<file path="config.mk">
export PLATFORM = sky130hd
export DESIGN_NAME = lsa_pow
export DESIGN_NICKNAME = d
export VERILOG_FILES = /design/src/hw/rtl/lsa_pkg.sv /design/src/hw/rtl/lsa_pow.sv
export SDC_FILE = /design/constraint.sdc
export NUM_CORES = 1
export LEC_CHECK = 0
export ABC_AREA = 1
export BUFFER_PORTS_ARGS = -buffer_cell sky130_fd_sc_hd__clkbuf_2
export CORE_UTILIZATION = 47
export CTS_BUF_LIST = sky130_fd_sc_hd__clkbuf_2
export DETAILED_ROUTE_END_ITERATION = 8
export GPL_ROUTABILITY_DRIVEN = 0
export SETUP_SLACK_MARGIN = 0.4
export SLEW_MARGIN = 10
export SYNTH_ARGS = -nofsm -noshare
export SYNTH_HDL_FRONTEND = slang
export SYNTH_SLANG_ARGS = --single-unit
</file>
<file path="constraint.sdc">
create_clock -name clock -period 6.9 [get_ports clock]
set_input_delay 1.38 -clock clock [delete_from_list [all_inputs] [get_ports clock]]
set_output_delay 1.38 -clock clock [all_outputs]
set_load 0.03 [all_outputs]
</file>
<file path="src/hw/rtl/lsa_pkg.sv">
`default_nettype none
package lsa_pkg;

   localparam int GRID_MAX_DEF  = 64;
   localparam int AGENT_MAX_DEF = 1024;

   localparam int CSR_AW = 2;
   localparam int CSR_DW = 16;
   localparam logic [6:0] SIDE_RESET = 7'd64;

   localparam int REQ_W = 48;
   localparam int RSP_W = 56;
   localparam int CNT_W = 11;
   localparam int PROB_W = 16;
   localparam int POW_W = 17;

   typedef enum logic [CSR_AW-1:0] {
      REG_GRID_SIDE = 2'd0,
      REG_INFECT    = 2'd1,
      REG_ONSET     = 2'd2,
      REG_RECOVER   = 2'd3
   } csr_reg_type;

   typedef enum logic [1:0] {
      CMD_PLACE  = 2'd0,
      CMD_MOVE   = 2'd1,
      CMD_UPDATE = 2'd2
   } cmd_type;

   // cell and agent disease codes; zero marks an empty cell
   localparam logic [2:0] HS_EMPTY = 3'd0;
   localparam logic [2:0] HS_S     = 3'd1;
   localparam logic [2:0] HS_E     = 3'd2;
   localparam logic [2:0] HS_I     = 3'd3;
   localparam logic [2:0] HS_R     = 3'd4;

   typedef enum logic [3:0] {
      ST_CLEAR,
      ST_IDLE,
      ST_REDUCE,
      ST_AREAD,
      ST_DECODE,
      ST_PCHK,
      ST_PSET,
      ST_MCHK,
      ST_MCLR,
      ST_NB,
      ST_POW,
      ST_UWR,
      ST_DONE
   } state_type;

   typedef struct packed {
      logic       start;
      logic [2:0] n;
   } pow_cmd_type;

endpackage
`default_nettype wire

</file>
<file path="src/hw/rtl/lsa_pow.sv">
`default_nettype none
// Raise q to the n-th power, one truncating Q1.16 product per cycle.
module lsa_pow (
   input  wire logic                        clock,
   input  wire logic                        reset,
   input  wire lsa_pkg::pow_cmd_type        pow_cmd,
   input  wire logic [lsa_pkg::POW_W-1:0]   q,
   output logic                             pow_done,
   output logic [lsa_pkg::POW_W-1:0]        pw
);

   logic                        busy_ff, busy_in;
   logic [1:0]                  k_ff, k_in;
   logic [lsa_pkg::POW_W-1:0]   pw_ff, pw_in;
   logic [2*lsa_pkg::POW_W-1:0] prod;

   assign prod     = pw_ff * q;
   assign pow_done = busy_ff && (k_ff == 2'd0);
   assign pw       = pw_ff;

   always_comb begin
      busy_in = busy_ff;
      k_in    = k_ff;
      pw_in   = pw_ff;
      if (pow_cmd.start) begin
         busy_in = 1'b1;
         k_in    = 2'(pow_cmd.n - 3'd1);
         pw_in   = q;
      end else if (busy_ff) begin
         if (k_ff == 2'd0) begin
            busy_in = 1'b0;
         end else begin
            pw_in = prod[2*lsa_pkg::POW_W-2 -: lsa_pkg::POW_W];
            k_in  = k_ff - 2'd1;
         end
      end
   end

   always_ff @(posedge clock) begin
      if (reset) begin
         busy_ff <= 1'b0;
         k_ff    <= 2'd0;
      end else begin
         busy_ff <= busy_in;
         k_ff    <= k_in;
      end
      pw_ff <= pw_in;
   end

endmodule
`default_nettype wire

</file>
==> results of run 1 <==
==> critical path, stage by stage <==
cell	delay, ps
clkbuf_2	270
nand2_1	120
fa_1	530
fa_1	580
fa_1	450
fa_1	550
inv_1	50
fa_1	510
inv_1	60
fa_1	490
inv_1	40
ha_1	320
nand2_1	120
nor2_1	150
inv_1	110
nor3_2	110
nand2_1	80
nand2_2	100
nand2_1	100
nand2_1	70
nand2_1	40
nand3_1	70
nand2_1	60
==> stage by stage <==
step | hold WS (ps) | util (%) | worst slack, ps | cells
finish | 544 | 50.7 | 652 | 1823
floorplan | 478 | - | 428 | 1510
CTS | 551 | 50.6 | 494 | 1823
global placement | 495 | 50.5 | 154 | 1819
global route | 570 | 50.7 | 358 | 1823
detailed placement | 505 | 50.5 | 89.1 | 1819
==> worst max path at each step <==
| stage | cells past startpoint | end | startpoint | slack, ps |
|---|---|---|---|---|
| finish | 23 | pw[16]$_DFFE_PP_ | q[3] | 650 |
| global route | 23 | pw[14]$_DFFE_PP_ | q[2] | 360 |
| CTS | 24 | pw[12]$_DFFE_PP_ | q[8] | 490 |
| detailed placement | 24 | pw[12]$_DFFE_PP_ | q[8] | 90 |
| global placement | 24 | pw[12]$_DFFE_PP_ | q[8] | 150 |
| floorplan | 25 | pw[12]$_DFFE_PP_ | q[8] | 430 |
==> state kept, by name, indices dropped and copies added (netlist names) <==
signal	flops
pw	17
busy_ff	1
k_ff	2
==> kinds of logic (layout without fill, tap and decap cells) <==
logic type | count (synthesis) | in the layout | share of synthesized area [%]
adder cells (fa/ha/maj) | 323 | 323 | 51.9
XOR/XNOR | 6 | 6 | 0.479
AO/OA/AOI/OAI | 62 | 62 | 2.95
AND/OR/NAND/NOR | 565 | 565 | 21.1
buffers and inverters | 534 | 534 | 18.4
flip-flops | 20 | 20 | 5.20
==> area by class of cell <==
cell class | count | area (µm²)
multi-input combinational | 956 | 8400
fill | 2296 | 11200
inverter | 463 | 1740
tap | 313 | 392
sequential | 20 | 571
clock buffer | 4 | 20.0
timing repair buffer | 67 | 438
==> cells in the mapped netlist, types with 6 or more instances <==
cell type  number  area [µm²]
nand2_2        10        62.6
clkbuf_1       67         251
nor2_2          6        37.5
o21ai_0        18        90.1
nand2_1       454        1700
edfxtp_1       17         510
nor2_1         30         113
nand3_1        43         215
inv_1         457        1720
ha_1          102        1280
a21oi_1        34         170
fa_1          221        4420
==> metal layers <==
layer	share of wire, %	global-route usage [%]
met1	45	33.9
met2	49	43.6
met3	5.2	2.47
met4	1.4	4.24
met5	0	0
==> flow_summary.yaml, run 1 <==
layout:
  final_area_um2: 11600
  drive_above_1_share_pct: 6.75
  insertedDiodeCount: 0
  area_delta_synth_final_pct: 5.28
  final_common_cell: "inv_1"
  nNetsFinal: 1857
  layout_common_cells: "inv_1, nand2_1, fa_1, ha_1, nand3_1"
floorplan:
  die-area_um2: 24000
  rows: 55
  core_um2: 22800
  io_pins: 41
  initial_core_util_pct: 48.2
  die_w_um: 155
  dieHeight_um: 155
yosys:
  synth_edf_count: 17
  synth_flop_cell: "edfxtp_1"
  syn_nets: 1856
  yosysUniqueCellTypes: 32
  synth-async-reset-ratio_pct: 0
  synth_seq_cells: 20
  synthCells: 1510
  yosysWarningCount: 0
  netlist_area_um2: 11000
  seq_area_frac_synth_pct: 5.20
  synth_area_per_cell_um2: 7.27
timing:
  setup_violations: 0
  finalMaxSlewViolations: 0
  tightest_slew_ps: 995
  hold_violations: 0
  min_period_ps: 6250
  fin_tns_setup_ps: 0
  fmax_ghz: 0.160
  skew_ps: 37.5
  slew-limit-headroom_pct: 33.7
  min_period_over_period_pct: 90.6
  rsz0062_at_grt: "yes"
status:
  status: "completed"
clock_tree:
  cts_root_buf: "clkbuf_2"
  cts_buffer_depth: 2
  clk_pin_slew_ps: 220
  hold_buffers: 0
  cts_buffers: 3
  insertion_delay_ps: 380
  clkSinkCount: 20
  post-cts-setup-buffer-count: 0
  cts_resized: 0
  cts_tree: "built"
  cts_max_level: 1
job:
  max-cap-violations: 0
detailed_routing:
  drc_errors: 0
  vias_per_cell: 4.88
  routedWlPerCell_um: 15.1
  vias: 8894
  antenna_left: 0
  drtIter0Drc: 416
  postRouteWirelength_mm: 27.6
  first_pass_iters: 7
global_routing:
  grt_pass1_vias: 9243
  antenna_found_initial: 0
  grt_max_degree: 24
  grt-ovfl-total: 0
  grt_usage_pct: 24.9
  grt_pass1_wl_mm: 46.6
placement:
  hpwlAfterDp_mm: 23.1
  dpl_cell_area_um2: 11500
  portBuffers: 39
worst_setup_path:
  crit_arrival_ps: 6390
  worst_ep_required_time_ps: 7040
  r2r-end: "pw[12]$_DFFE_PP_"
  start_kind: "input port"
  r2r_slack_ps: 810
  crit_type: "in2reg"
  reg2reg_depth: 23
  r2r_start: "pw[6]$_DFFE_PP_"
  end_kind: "register"
  cp_max_fo: 11
worst_hold_path:
  min_path_type: "reg2reg"
  worstHoldStart: "busy_ff$_SDFF_PP0_"
  hold_end: "busy_ff$_SDFF_PP0_"
  whs_path_depth: 2
Power of run 1 is not shown: default switching activity piles up to over one toggle a cycle in this logic, so the estimate is an artifact.
==> run 2, diff against run 1 <==
--- a/config.mk
+++ b/config.mk
@@ -6,10 +6,10 @@
 export NUM_CORES = 1
 export LEC_CHECK = 0
 export ABC_AREA = 1
-export BUFFER_PORTS_ARGS = -buffer_cell sky130_fd_sc_hd__clkbuf_2
 export CORE_UTILIZATION = 47
 export CTS_BUF_LIST = sky130_fd_sc_hd__clkbuf_2
 export DETAILED_ROUTE_END_ITERATION = 8
+export DONT_BUFFER_PORTS = 1
 export GPL_ROUTABILITY_DRIVEN = 0
 export SETUP_SLACK_MARGIN = 0.4
 export SLEW_MARGIN = 10
==> run 2 against run 1 <==
Critical path depth down 2. Utilization down 1.2 points. First-iteration DRC count up 6.5%. Worst setup slack better by 250 ps. Die area unchanged. Clock skew up 3.6 ps. Global-route usage down 0.052 points. Flip-flop and latch count unchanged. Register-to-register slack better by 110 ps.
==> flow_summary.yaml, run 2 (synthesis results as in run 1) <==
status:
  status: "completed"
clock_tree:
  clk_pin_slew_ps: 210
  cts_buffers: 3
  cts_resized: 0
  cts_root_buf: "clkbuf_2"
  clkSinkCount: 20
  cts_buffer_depth: 2
  hold_buffers: 0
  insertion_delay_ps: 380
  cts_max_level: 1
  cts_tree: "built"
  post-cts-setup-buffer-count: 0
detailed_routing:
  antenna_left: 0
  first_pass_iters: 8
  drtIter0Drc: 443
  postRouteWirelength_mm: 27.9
  routedWlPerCell_um: 15.7
  vias: 8732
  drc_errors: 0
  vias_per_cell: 4.91
worst_setup_path:
  cp_max_fo: 18
  slowest_delay_ps: 530
  path_cells: "nand2_1 -> inv_1 -> fa_1 -> inv_1 -> fa_1 -> inv_1 -> fa_1 -> fa_1 -> fa_1 -> inv_1 -> fa_1 -> inv_1 -> ha_1 -> a21oi_1 -> o21ai_0 -> nand2_1 -> nand2_1 -> a21oi_1 -> nand3_1 -> nand3_1 -> nand2_1"
  crit_type: "in2reg"
  cp_common_cell: "fa_1"
  worst_ep_required_time_ps: 7030
  start_kind: "input port"
  crit_slowest_cell: "fa_1"
  end_kind: "register"
  crit_arrival_ps: 6130
worst_hold_path:
  min_path_type: "reg2reg"
layout:
  layout_common_cells: "inv_1, nand2_1, fa_1, ha_1, nand3_1"
  drive_above_1_share_pct: 3.75
  num-fill-cells: 2336
  largest_reg_flops: 17
  insertedDiodeCount: 0
  nNetsFinal: 1812
  final_core_util_pct: 49.6
  area_delta_synth_final_pct: 2.84
  final_common_cell: "inv_1"
  fin_cells: 1778
timing:
  min_period_over_period_pct: 86.9
  hold_violations: 0
  skew_ps: 41.0
  fin_tns_setup_ps: 0
  slew-limit-headroom_pct: 41.0
  setup_slack_ps: 901
  min_period_ps: 6000
  tightest_slew_ps: 884
  finalMaxSlewViolations: 0
  setup_violations: 0
  fmax_ghz: 0.167
  rsz0062_at_grt: "no"
global_routing:
  antenna_found_initial: 0
  grt-ovfl-total: 0
  grt_pass1_wl_mm: 46.2
  grt_max_degree: 24
  grt_usage_pct: 24.9
  grt_pass1_vias: 8977
job:
  max-cap-violations: 0
floorplan:
  initial_core_util_pct: 48.2
  io_pins: 41
  die-area_um2: 24000
  rows: 55
  dieHeight_um: 155
  core_um2: 22800
  die_w_um: 155
placement:
  portBuffers: 0
  dpl.cell_count: 1774
  hpwlAfterDp_mm: 22.8
  dp_slack_ps: 521
-- run 2: cell types whose count changed in the layout (fill, tap and decap cells not counted), sizes merged --
cell	change
clkbuf	-38
buf	-7
-- run 2: final cells by class --
type / count / area [µm²] / area share (%)
Multi-Input combinational cell: 956 / 8390 / 74.3
Inverter: 463 / 1740 / 15.4
Sequential cell: 20 / 571 / 5.05
Tap cell: 313 / 392 / 3.47
Timing Repair Buffer: 22 / 178 / 1.57
Clock buffer: 4 / 20.0 / 0.177
-- run 2: layer usage --
metal  track usage, %  up-vias  share of wire, %
li1                 -     4168                 -
met1             34.5     4309                45
met2             43.5      236                49
met3             2.61       19               5.3
met4             2.36        0              0.75
met5                0        -                 0
-- run 2: final timing paths --
path,slack (ps),end,startpoint,cells after the start
setup reg to reg,920,pw[14]$_DFFE_PP_,pw[4]$_DFFE_PP_,25
hold / removal,550,k_ff[1]$_SDFFE_PP0P_,k_ff[1]$_SDFFE_PP0P_,4
hold reg to reg,550,k_ff[1]$_SDFFE_PP0P_,k_ff[1]$_SDFFE_PP0P_,4
setup / recovery,900,pw[13]$_DFFE_PP_,q[11],21
-- run 2: per-stage QoR --
step	hold WS (ps)	instance area [µm²]
2_1_floorplan	478	11000
3_3_place_gp	487	11300
3_5_place_dp	518	11300
4_1_cts	557	11300
5_1_grt	585	11300
6_report	553	11300
-- run 2: worst max-delay path, delay by kind of cell --
kind	cells	cell delay [ps]
buffers and inverters	5	270
adder cells (fa/ha/maj)	7	3340
AND/OR/NAND/NOR	6	470
AO/OA/AOI/OAI	3	640
Power of run 2 is left out for the same reason.
==> run 3, diff against run 2 <==
==> constraint.sdc (replaced) <==
create_clock -name clock -period 7.3 [get_ports clock]
set_input_delay 1.46 -clock clock [delete_from_list [all_inputs] [get_ports clock]]
set_output_delay 1.46 -clock clock [all_outputs]
set_load 0.03 [all_outputs]
==> run 3 against run 2 <==
Final area down 0.22%. Global-route usage down 0.17 points. Count of clock-buffer cells in the layout decreased by 1. Die area unchanged. Register-to-register slack gained 50 ps. First-iteration DRC count fell by 8.1%.
==> flow_summary.yaml, run 3 (synthesis results as in run 1) <==
layout:
  multi_input_area_um2: 8390
  num-fill-cells: 2301
  layout_common_cells: "inv_1, nand2_1, fa_1, ha_1, nand3_1"
  seq_area_um2: 571
  nNetsFinal: 1807
  final_common_cell: "inv_1"
  final_core_util_pct: 49.5
  area_delta_synth_final_pct: 2.61
  drive_above_1_share_pct: 3.42
  insertedDiodeCount: 0
  largest_reg_flops: 17
global_routing:
  grt_pass1_vias: 9161
  grt_pass1_wl_mm: 46.2
  grt.met2_usage_pct: 43.3
  grt_util_met3_pct: 2.41
  antenna_found_initial: 0
  grt_usage_pct: 24.7
  grt-ovfl-total: 0
  grt_most_used_layer: "met2"
  use_met1_pct: 33.8
  grt_max_degree: 24
status:
  status: "completed"
placement:
  dp_slack_ps: 845
  portBuffers: 0
  hpwlAfterDp_mm: 22.3
clock_tree:
  cts_resized: 0
  clkSinkCount: 20
  cts_buffers: 3
  cts_tree: "built"
  post-cts-setup-buffer-count: 0
  clk_pin_slew_ps: 250
  insertion_delay_ps: 370
  cts_root_buf: "clkbuf_2"
  cts_buffer_depth: 2
  cts_max_level: 1
  hold_buffers: 0
worst_setup_path:
  crit_slowest_cell: "edfxtp_1"
  cp_common_cell: "nand2_1"
  end_kind: "register"
  crit_arrival_ps: 6490
  cp_max_fo: 14
  worst_ep_required_time_ps: 7460
  slowest_delay_ps: 1220
  crit_type: "reg2reg"
  start_kind: "register"
  path_cells: "buf_4 -> nand2_1 -> fa_1 -> fa_1 -> fa_1 -> fa_1 -> inv_1 -> fa_1 -> inv_1 -> fa_1 -> inv_1 -> ha_1 -> nand2_1 -> nor2_1 -> inv_1 -> nor3_2 -> nand2_1 -> nand2_2 -> nand2_1 -> nand2_1 -> nand2_1 -> nand3_1 -> nand2_1"
timing:
  rsz0062_at_grt: "no"
  tightest_slew_ps: 1220
  hold_violations: 0
  fin_tns_setup_ps: 0
  setup_violations: 0
  setup_slack_ps: 973
  fmax_ghz: 0.158
  min_period_ps: 6330
  min_period_over_period_pct: 86.7
  skew_ps: 18.8
  finalMaxSlewViolations: 0
  slew-limit-headroom_pct: 18.6
detailed_routing:
  vias: 8660
  vias_per_cell: 4.88
  drc_errors: 0
  first_pass_iters: 4
  antenna_left: 0
  postRouteWirelength_mm: 27.6
  routedWlPerCell_um: 15.6
  drtIter0Drc: 407
floorplan:
  rows: 55
  die_w_um: 155
  die-area_um2: 24000
  initial_core_util_pct: 48.2
  io_pins: 41
  dieHeight_um: 155
  core_um2: 22800
worst_hold_path:
  min_path_type: "reg2reg"
job:
  max-cap-violations: 0
==> run 3: cell count changes in the layout (fill, tap and decap cells not counted) <==
cell and delta:
buf_12 -1, buf_4 -4, bufinv_16 +1, clkbuf_2 -1
==> run 3: worst paths after layout <==
check,depth (start not counted),to,slack (ps),from
worst min register to register,2,busy_ff$_SDFF_PP0_,540,busy_ff$_SDFF_PP0_
worst max register to register,23,pw[16]$_DFFE_PP_,970,pw[7]$_DFFE_PP_
worst min-delay path,2,busy_ff$_SDFF_PP0_,540,busy_ff$_SDFF_PP0_
worst max-delay path,23,pw[16]$_DFFE_PP_,970,pw[7]$_DFFE_PP_
==> run 3: metrics by stage <==
step | std cells | instance area, µm² | hold slack (ps)
floorplan | 1510 | 11000 | 478
global placement | 1769 | 11200 | 486
detailed placement | 1769 | 11200 | 498
CTS | 1773 | 11300 | 550
global route | 1773 | 11300 | 599
finish | 1773 | 11300 | 542
==> run 3: worst max-delay path: cells and delay by family, from the launching register on <==
family	cells	cell delay [ps]
and+or+nand+nor	11	990
DFF	1	1220
buffers and inverters	5	570
adders and majority gates	7	3310
==> run 3: per-layer routing <==
metal / part of all wire [%] / vias to the layer above
met2: 49 / 183
met3: 4.6 / 26
met5: 0 / -
li1: - / 4166
met1: 45 / 4285
met4: 1.5 / 0
==> run 3: cell type report <==
type | count | area share (%)
Sequential cell | 20 | 5.06
Clock buffer | 3 | 0.133
Timing Repair Buffer | 17 | 1.13
Multi-Input combinational cell | 956 | 74.5
Clock inverter | 1 | 0.267
Tap cell | 313 | 3.48
Inverter | 463 | 15.4
Power of run 3 is left out for the same reason.
